==> config.mk <==
export PLATFORM = sky130hd
export DESIGN_NAME = keyboard_report_event_diff_unit
export DESIGN_NICKNAME = d
export VERILOG_FILES = /design/src/sv/kred_pkg.sv /design/src/sv/keyboard_report_event_diff_unit.sv
export SDC_FILE = /design/constraint.sdc
export NUM_CORES = 1
export LEC_CHECK = 0
export BUFFER_PORTS_ARGS = -buffer_cell sky130_fd_sc_hd__buf_2
export CORE_ASPECT_RATIO = 0.5
export CORE_MARGIN = 2
export CORE_UTILIZATION = 40
export DETAILED_ROUTE_END_ITERATION = 10
export SLEW_MARGIN = 20
export SYNTH_ARGS = -nofsm -noshare
export SYNTH_HDL_FRONTEND = slang
export SYNTH_SLANG_ARGS = --single-unit
==> constraint.sdc <==
create_clock -name clk -period 3.9 [get_ports clk]
set_input_delay 0.585 -clock clk [delete_from_list [all_inputs] [get_ports clk]]
set_output_delay 0.585 -clock clk [all_outputs]
set_load 0.005 [all_outputs]
==> src/sv/kred_pkg.sv <==
// Package: types, codes and helpers for the keyboard report event differ.
package kred_pkg;

	localparam int KEY_SLOTS = 6;
	localparam int MOD_STEPS = 6;
	localparam int IDX_W = ($clog2(KEY_SLOTS) > $clog2(MOD_STEPS)) ?
		$clog2(KEY_SLOTS) : $clog2(MOD_STEPS);

	localparam logic [7:0] MOD_CTRL_MASK  = 8'h11;
	localparam logic [7:0] MOD_SHIFT_MASK = 8'h22;
	localparam logic [7:0] MOD_ALT_MASK   = 8'h44;

	localparam logic [7:0] KEY_CTRL  = 8'hE0;
	localparam logic [7:0] KEY_SHIFT = 8'hE1;
	localparam logic [7:0] KEY_ALT   = 8'hE2;

	localparam logic [7:0] USAGE_A     = 8'h04;
	localparam logic [7:0] USAGE_Z     = 8'h1D;
	localparam logic [7:0] USAGE_1     = 8'h1E;
	localparam logic [7:0] USAGE_9     = 8'h26;
	localparam logic [7:0] USAGE_0     = 8'h27;
	localparam logic [7:0] USAGE_BKSP  = 8'h2A;
	localparam logic [7:0] USAGE_SPACE = 8'h2C;

	localparam logic [6:0] CH_UPPER_A = 7'h41;
	localparam logic [6:0] CH_LOWER_A = 7'h61;
	localparam logic [6:0] CH_ONE     = 7'h31;
	localparam logic [6:0] CH_ZERO    = 7'h30;
	localparam logic [6:0] CH_SPACE   = 7'h20;
	localparam logic [6:0] CH_BKSP    = 7'h08;
	localparam logic [6:0] CH_NONE    = 7'h00;

	localparam logic [1:0] PAIR_SHIFT = 2'd0;
	localparam logic [1:0] PAIR_CTRL  = 2'd1;
	localparam logic [1:0] PAIR_ALT   = 2'd2;

	typedef struct packed {
		logic [7:0] modifiers;
		logic [7:0] key_slot_0;
		logic [7:0] key_slot_1;
		logic [7:0] key_slot_2;
		logic [7:0] key_slot_3;
		logic [7:0] key_slot_4;
		logic [7:0] key_slot_5;
	} report_t;

	typedef struct packed {
		logic [7:0] event_key;
		logic       key_pressed;
		logic [6:0] char_code;
		logic       last_event;
	} key_event_t;

	typedef enum logic [2:0] {
		ST_IDLE,
		ST_MODS,
		ST_RELS,
		ST_PRSS,
		ST_FLUSH
	} state_t;

	function automatic logic [7:0] pair_mask(input logic [1:0] pair);
		logic [7:0] m;
		unique case (pair)
			PAIR_SHIFT: m = MOD_SHIFT_MASK;
			PAIR_CTRL:  m = MOD_CTRL_MASK;
			PAIR_ALT:   m = MOD_ALT_MASK;
			default:    m = '0;
		endcase
		return m;
	endfunction

	function automatic logic [7:0] pair_code(input logic [1:0] pair);
		logic [7:0] c;
		unique case (pair)
			PAIR_SHIFT: c = KEY_SHIFT;
			PAIR_CTRL:  c = KEY_CTRL;
			PAIR_ALT:   c = KEY_ALT;
			default:    c = '0;
		endcase
		return c;
	endfunction

	function automatic logic [6:0] ascii_of(input logic [7:0] code, input logic shifted);
		logic [6:0] ch;
		if (code >= USAGE_A && code <= USAGE_Z) begin
			ch = (shifted ? CH_UPPER_A : CH_LOWER_A) + 7'(code - USAGE_A);
		end else if (code >= USAGE_1 && code <= USAGE_9) begin
			ch = CH_ONE + 7'(code - USAGE_1);
		end else if (code == USAGE_0) begin
			ch = CH_ZERO;
		end else if (code == USAGE_SPACE) begin
			ch = CH_SPACE;
		end else if (code == USAGE_BKSP) begin
			ch = CH_BKSP;
		end else begin
			ch = CH_NONE;
		end
		return ch;
	endfunction

endpackage

==> src/sv/keyboard_report_event_diff_unit.sv <==
// Top level: boot keyboard report differ with a stepped compare unit.
// Each report takes MOD_STEPS + 2*KEY_SLOTS + 1 steps after it is accepted,
// one step per cycle; a step that finds an event waits while the held item cannot move
// into the output register. The release and press steps share one membership compare unit.
// rpt_stall is low only while idle; the next report may enter while the last item waits.
// Reset clears control, the stored previous report and the output valid.
module keyboard_report_event_diff_unit (
	input  logic                clk,
	input  logic                arst_n,
	input  logic                rpt_valid,
	output logic                rpt_stall,
	input  kred_pkg::report_t   rpt,
	output logic                evt_valid,
	input  logic                evt_stall,
	output kred_pkg::key_event_t evt
);
	import kred_pkg::*;

	state_t state_q, state_nxt;
	logic [IDX_W-1:0] idx_q, idx_nxt;

	logic [7:0] cur_mods_q, prev_mods_q;
	logic [7:0] cur_keys_q [KEY_SLOTS];
	logic [7:0] prev_keys_q [KEY_SLOTS];
	logic [7:0] new_keys [KEY_SLOTS];

	key_event_t pend_q, out_q, ev;
	logic pend_valid_q, out_valid_q;

	logic rpt_take, can_push, hit, advance, push_out, done;
	logic [7:0] probe, rel_mods, prs_mods;
	logic holds;
	logic [1:0] pair;

	assign new_keys[0] = rpt.key_slot_0;
	assign new_keys[1] = rpt.key_slot_1;
	assign new_keys[2] = rpt.key_slot_2;
	assign new_keys[3] = rpt.key_slot_3;
	assign new_keys[4] = rpt.key_slot_4;
	assign new_keys[5] = rpt.key_slot_5;

	assign rpt_stall = (state_q != ST_IDLE);
	assign rpt_take  = rpt_valid && !rpt_stall;
	assign can_push  = !out_valid_q || !evt_stall;
	assign evt_valid = out_valid_q;
	assign evt       = out_q;

	assign rel_mods = prev_mods_q & ~cur_mods_q;
	assign prs_mods = cur_mods_q & ~prev_mods_q;
	assign pair     = idx_q[2:1];

	// shared compare unit: probe key against the opposite report
	always_comb begin
		probe = (state_q == ST_RELS) ? prev_keys_q[idx_q] : cur_keys_q[idx_q];
		holds = 1'b0;
		for (int j = 0; j < KEY_SLOTS; j++) begin
			if (state_q == ST_RELS) begin
				holds = holds | (cur_keys_q[j] == probe);
			end else begin
				holds = holds | (prev_keys_q[j] == probe);
			end
		end
	end

	// step outputs
	always_comb begin
		hit = 1'b0;
		ev  = '0;
		unique case (state_q)
			ST_MODS: begin
				hit = |((idx_q[0] ? prs_mods : rel_mods) & pair_mask(pair));
				ev.event_key   = pair_code(pair);
				ev.key_pressed = idx_q[0];
			end
			ST_RELS: begin
				hit = (probe != 8'h00) && !holds;
				ev.event_key = probe;
			end
			ST_PRSS: begin
				hit = (probe != 8'h00) && !holds;
				ev.event_key   = probe;
				ev.key_pressed = 1'b1;
				ev.char_code   = ascii_of(probe, |(cur_mods_q & MOD_SHIFT_MASK));
			end
			default: begin
				hit = 1'b0;
			end
		endcase
		if (state_q == ST_FLUSH) begin
			advance  = !pend_valid_q || can_push;
			push_out = pend_valid_q && can_push;
		end else begin
			advance  = !hit || !pend_valid_q || can_push;
			push_out = hit && pend_valid_q && can_push;
		end
		done = (state_q == ST_FLUSH) && advance;
	end

	// next state
	always_comb begin
		state_nxt = state_q;
		idx_nxt   = idx_q;
		unique case (state_q)
			ST_IDLE: begin
				if (rpt_take) begin
					state_nxt = ST_MODS;
					idx_nxt   = '0;
				end
			end
			ST_MODS: begin
				if (advance) begin
					if (idx_q == IDX_W'(MOD_STEPS - 1)) begin
						state_nxt = ST_RELS;
						idx_nxt   = '0;
					end else begin
						idx_nxt = idx_q + 1'b1;
					end
				end
			end
			ST_RELS: begin
				if (advance) begin
					if (idx_q == IDX_W'(KEY_SLOTS - 1)) begin
						state_nxt = ST_PRSS;
						idx_nxt   = '0;
					end else begin
						idx_nxt = idx_q + 1'b1;
					end
				end
			end
			ST_PRSS: begin
				if (advance) begin
					if (idx_q == IDX_W'(KEY_SLOTS - 1)) begin
						state_nxt = ST_FLUSH;
						idx_nxt   = '0;
					end else begin
						idx_nxt = idx_q + 1'b1;
					end
				end
			end
			ST_FLUSH: begin
				if (advance) begin
					state_nxt = ST_IDLE;
				end
			end
			default: begin
				state_nxt = ST_IDLE;
			end
		endcase
	end

	always_ff @(posedge clk or negedge arst_n) begin
		if (!arst_n) begin
			state_q      <= ST_IDLE;
			idx_q        <= '0;
			pend_valid_q <= 1'b0;
			out_valid_q  <= 1'b0;
			prev_mods_q  <= '0;
			for (int i = 0; i < KEY_SLOTS; i++) begin
				prev_keys_q[i] <= '0;
			end
		end else begin
			state_q <= state_nxt;
			idx_q   <= idx_nxt;
			if (push_out) begin
				out_valid_q <= 1'b1;
			end else if (!evt_stall) begin
				out_valid_q <= 1'b0;
			end
			if (hit && advance) begin
				pend_valid_q <= 1'b1;
			end else if (done) begin
				pend_valid_q <= 1'b0;
			end
			if (done) begin
				prev_mods_q <= cur_mods_q;
				for (int i = 0; i < KEY_SLOTS; i++) begin
					prev_keys_q[i] <= cur_keys_q[i];
				end
			end
		end
	end

	always_ff @(posedge clk) begin
		if (rpt_take) begin
			cur_mods_q <= rpt.modifiers;
			for (int i = 0; i < KEY_SLOTS; i++) begin
				cur_keys_q[i] <= new_keys[i];
			end
		end
		if (hit && advance) begin
			pend_q <= ev;
		end
		if (push_out) begin
			out_q <= key_event_t'{pend_q.event_key, pend_q.key_pressed, pend_q.char_code,
				state_q == ST_FLUSH};
		end
	end

	a_idle_no_pend: assert property (@(posedge clk) disable iff (!arst_n)
		state_q == ST_IDLE |-> !pend_valid_q)
		else $error("pending item left over while idle");

	a_last_only_flush: assert property (@(posedge clk) disable iff (!arst_n)
		(push_out && state_q != ST_FLUSH) |=> !out_q.last_event)
		else $error("last flag set on an item that is not final");

	a_release_no_char: assert property (@(posedge clk) disable iff (!arst_n)
		(out_valid_q && !out_q.key_pressed) |-> out_q.char_code == CH_NONE)
		else $error("release item carries a character");

endmodule

==> run metrics <==
Max Root-Sink Buffers=2; wire length of the first global-routing pass=33.26 mm; class of the tightest hold or removal check=in -> async; M2 GR Usage=29.14%; total power consumption of the routed design=0.009920 W; layout cell share with drive strength beyond 1=35.62%; routability congestion estimate=around 0.94; cell row count=37; effective utilization at floorplan=40.38%; Max Clock Freq=0.2675 GHz; via total after detailed routing=a little over 6000; final period utilization=95.85%; share of power burned in registers=27.8%; Yosys warning total=0; Worst Setup End Kind=register; CTS root buffer=sky130_fd_sc_hd__clkbuf_16; setup TNS after final layout=0 ns; Detail Route Antenna Nets=0; multi-input logic area=a little under 4000 µm²; most heavily used metal layer in global routing=met1; cell family contributing the most delay on the critical path=compound AO/OA/AOI/OAI gates; path type of the worst setup path=reg -> reg; post-route DRC violation count=0; NumNets Final=922; Worst setup SP type=register; final worst clock skew=0.009120 ns; total power divided by cell area=976.3 nW/µm²; top-level port count=79; GRT met1 Usage=31.21%; average wire length per cell after detail routing=around 19 µm; FF/Latch Area=around 4200 µm²; register-to-register path setup slack=around 0.16 ns; clock latency on the worst-skew pair=around 0.44 ns; post-synthesis average cell area=11.87 µm²; DP HPWL=15.74 mm; endpoints failing setup=0; proportion of synthesized chip area in sequential cells=between 50% and 60%; antenna violations before repair=0; count of inserted antenna diode cells=0; critical path data arrival time=4.04 ns; max-slew headroom at the worst pin=a little over two fifths; Overflow after GRT=0; count of unique library cells instantiated by Yosys=79; horizontal die dimension=206.8 µm; number of global-route vias before repair=5938; Core Box Area=20370 µm²; switching share of total power=about two fifths; TritonCTS Buffers=17; setup repair after global routing missed its margin=false; clock period minus final worst setup slack=3.738 ns; leakage component of the power=4.260 nW; height of the chip=~110 µm; Via density=roughly 5.4; dominant cell type by count on the critical path=sky130_fd_sc_hd__buf_4; Data required, critical path=~4.2 ns; transition time at the pin with the least slew margin=0.8551 ns; first-pass iteration count of the detailed router=5; Clock Pin Slew Worst Setup and Hold Paths=0.06 ns; share of power burned in the clock network=15.8%; Gate Count Post-Synth=693; post-synthesis net count=769; hold_buf cts=0; largest net degree at the start of global routing=34; total net switching power=0.004073 W; clock sinks=149; count of buffers from port buffering=between 70 and 80; Internal Power=0.005848 W; layout overhead on the synthesized area=23.53%; critical path's largest stage delay=0.48 ns; Max-cap violations=0; final number of max-transition violations=0; number of inserted filler cells in the final layout=about 1900; Syn Std Cell Area=a little over 8000 µm²; crit path cell chain=buf_4 -> buf_4 -> mux2_4 -> mux4_2 -> a211o_1 -> buf_4 -> buf_4 -> a21boi_0 -> o22ai_1 -> nor4_2 -> a21oi_2 -> a31oi_4 -> buf_4 -> o31ai_1 -> o21bai_2; run status=finished, final reports clean; worst vdd rail ir drop=0.0004056 V; met3 Track Usage GR=4.545%; number of violations reported at the end of detailed-routing iteration 0=423; Final Hold Vio Count=0; final wirelength=21.17 mm; GRT Overall Usage=between 20% and 30%; critical path fanouts, max=7; share of synthesized registers carrying an async set or reset=41.61%; H-tree levels=4; Worst Path Buf+Inv=5; TritonCTS clock tree=yes; Critical-path top delay cell=sky130_fd_sc_hd__mux4_2; Gate power share=56.4%; FF+latch count, synth=149; number of flops mapped to enable cells by yosys=87; commonest register cell after synthesis=sky130_fd_sc_hd__edfxtp_1; die area=21800 µm²
[path summary, 6_finish.rpt]
| kind | cells after the start | from | to |
|---|---|---|---|
| setup reg to reg | 15 | idx_q[1] | idx_q[1] |
| setup / recovery | 15 | idx_q[1] | idx_q[1] |
| max in group asynchronous | 2 | arst_n | evt_valid |
| hold / removal | 1 | arst_n | prev_keys_q[40] |
| hold reg to reg | 0 | pend_q[5] | evt[5] |
| min in group clk | 1 | rpt[54] | cur_mods_q[6] |
[state kept, by name (all words and copies together), names as in the netlist]
| register | count |
|---|---|
| idx_q | 3 |
| state_q | 3 |
| prev_mods_q | 6 |
| prev_keys_q | 48 |
| evt | 17 |
| cur_mods_q | 6 |
| pend_valid_q | 1 |
| cur_keys_q | 48 |
| evt_valid | 1 |
| pend_q | 16 |
[cell families after synthesis]
group | synth area share [%]
buffers and inverters | 3.073
XOR/XNOR | 2.982
flip-flops | 50.62
multiplexers | 15.79
AO/OA/AOI/OAI | 12.91
adder cells (fa/ha/maj) | 2.434
AND/OR/NAND/NOR | 12.18
[cells in the final DEF (no fill, tap or decap), types with 7 or more instances in the layout]
| cell type | n |
|---|---|
| sky130_fd_sc_hd__clkbuf_16 | 17 |
| sky130_fd_sc_hd__a211oi_1 | 7 |
| sky130_fd_sc_hd__buf_2 | 76 |
| sky130_fd_sc_hd__edfxtp_1 | 87 |
| sky130_fd_sc_hd__nand3_1 | 10 |
| sky130_fd_sc_hd__o22ai_1 | 12 |
| sky130_fd_sc_hd__and3_1 | 15 |
| sky130_fd_sc_hd__nor2_1 | 30 |
| sky130_fd_sc_hd__xor2_1 | 8 |
| sky130_fd_sc_hd__buf_4 | 91 |
| sky130_fd_sc_hd__inv_1 | 9 |
| sky130_fd_sc_hd__nor2b_1 | 12 |
| sky130_fd_sc_hd__nand2_1 | 62 |
| sky130_fd_sc_hd__mux4_2 | 7 |
| sky130_fd_sc_hd__o21ai_0 | 10 |
| sky130_fd_sc_hd__mux2_2 | 60 |
| sky130_fd_sc_hd__nor3_1 | 12 |
| sky130_fd_sc_hd__mux2i_1 | 39 |
| sky130_fd_sc_hd__ha_1 | 16 |
| sky130_fd_sc_hd__xnor2_1 | 20 |
| sky130_fd_sc_hd__a21oi_1 | 42 |
| sky130_fd_sc_hd__dfrtp_1 | 62 |
[cells in the mapped netlist (15+ instances only)]
| cell | number | area [µm²] |
|---|---|---|
| sky130_fd_sc_hd__mux2_2 | 60 | 675.7 |
| sky130_fd_sc_hd__ha_1 | 16 | 200.2 |
| sky130_fd_sc_hd__edfxtp_1 | 87 | 2613 |
| sky130_fd_sc_hd__a21oi_1 | 43 | 215.2 |
| sky130_fd_sc_hd__xnor2_1 | 20 | 175.2 |
| sky130_fd_sc_hd__nor2_1 | 30 | 112.6 |
| sky130_fd_sc_hd__buf_2 | 15 | 75.07 |
| sky130_fd_sc_hd__and3_1 | 15 | 93.84 |
| sky130_fd_sc_hd__mux2i_1 | 39 | 390.4 |
| sky130_fd_sc_hd__dfrtp_1 | 62 | 1551 |
| sky130_fd_sc_hd__nand2_1 | 64 | 240.2 |
[cell type report]
type / count / area share, %
timing repair buffer: 173 / 11.65
sequential: 149 / 40.98
clock buffer: 18 / 4.224
multi-input combinational: 488 / 37.91
clock inverter: 14 / 1.244
inverter: 17 / 0.6280
tap: 273 / 3.362
[power groups by stage]
| stage | clock, W | combinational [W] | sequential [W] |
|---|---|---|---|
| finish | 0.00157 | 0.00560 | 0.00275 |
| global route | 0.00167 | 0.00610 | 0.00282 |
| CTS | 0.00161 | 0.00550 | 0.00275 |
| detailed placement | 0 | 0.00545 | 0.00278 |
| global placement | 0 | 0.00538 | 0.00276 |
| floorplan | 0 | 0.00354 | 0.00268 |
[timing repair]
action                                  4_1_cts  5_1_grt
cloned                                        0        0
resized for setup                             2        4
buffers inserted                              0        1
pin swaps                                     0        2
endpoints found under the setup margin       18       25
[per-layer routing]
layer  vias up  wire length [µm]
li1       2924                 -
met4         0               188
met3        15              1283
met2       163              9042
met5         -                 0
met1      3008             10650
[stage by stage]
stage / utilization [%] / hold slack [ns] / setup WS (ns) / area (µm²) / cells
floorplan: - / 0.2894 / 0.1594 / 8229 / 693
global placement: 46.90 / 0.4033 / -0.05901 / 9553 / 1099
detailed placement: 46.90 / 0.4063 / -0.1057 / 9553 / 1099
CTS: 49.69 / 0.2584 / 0.01392 / 10120 / 1131
global route: 49.88 / 0.2774 / 0.01625 / 10160 / 1132
finish: 49.88 / 0.2472 / 0.1620 / 10160 / 1132
(Power assumes the default switching activity.)
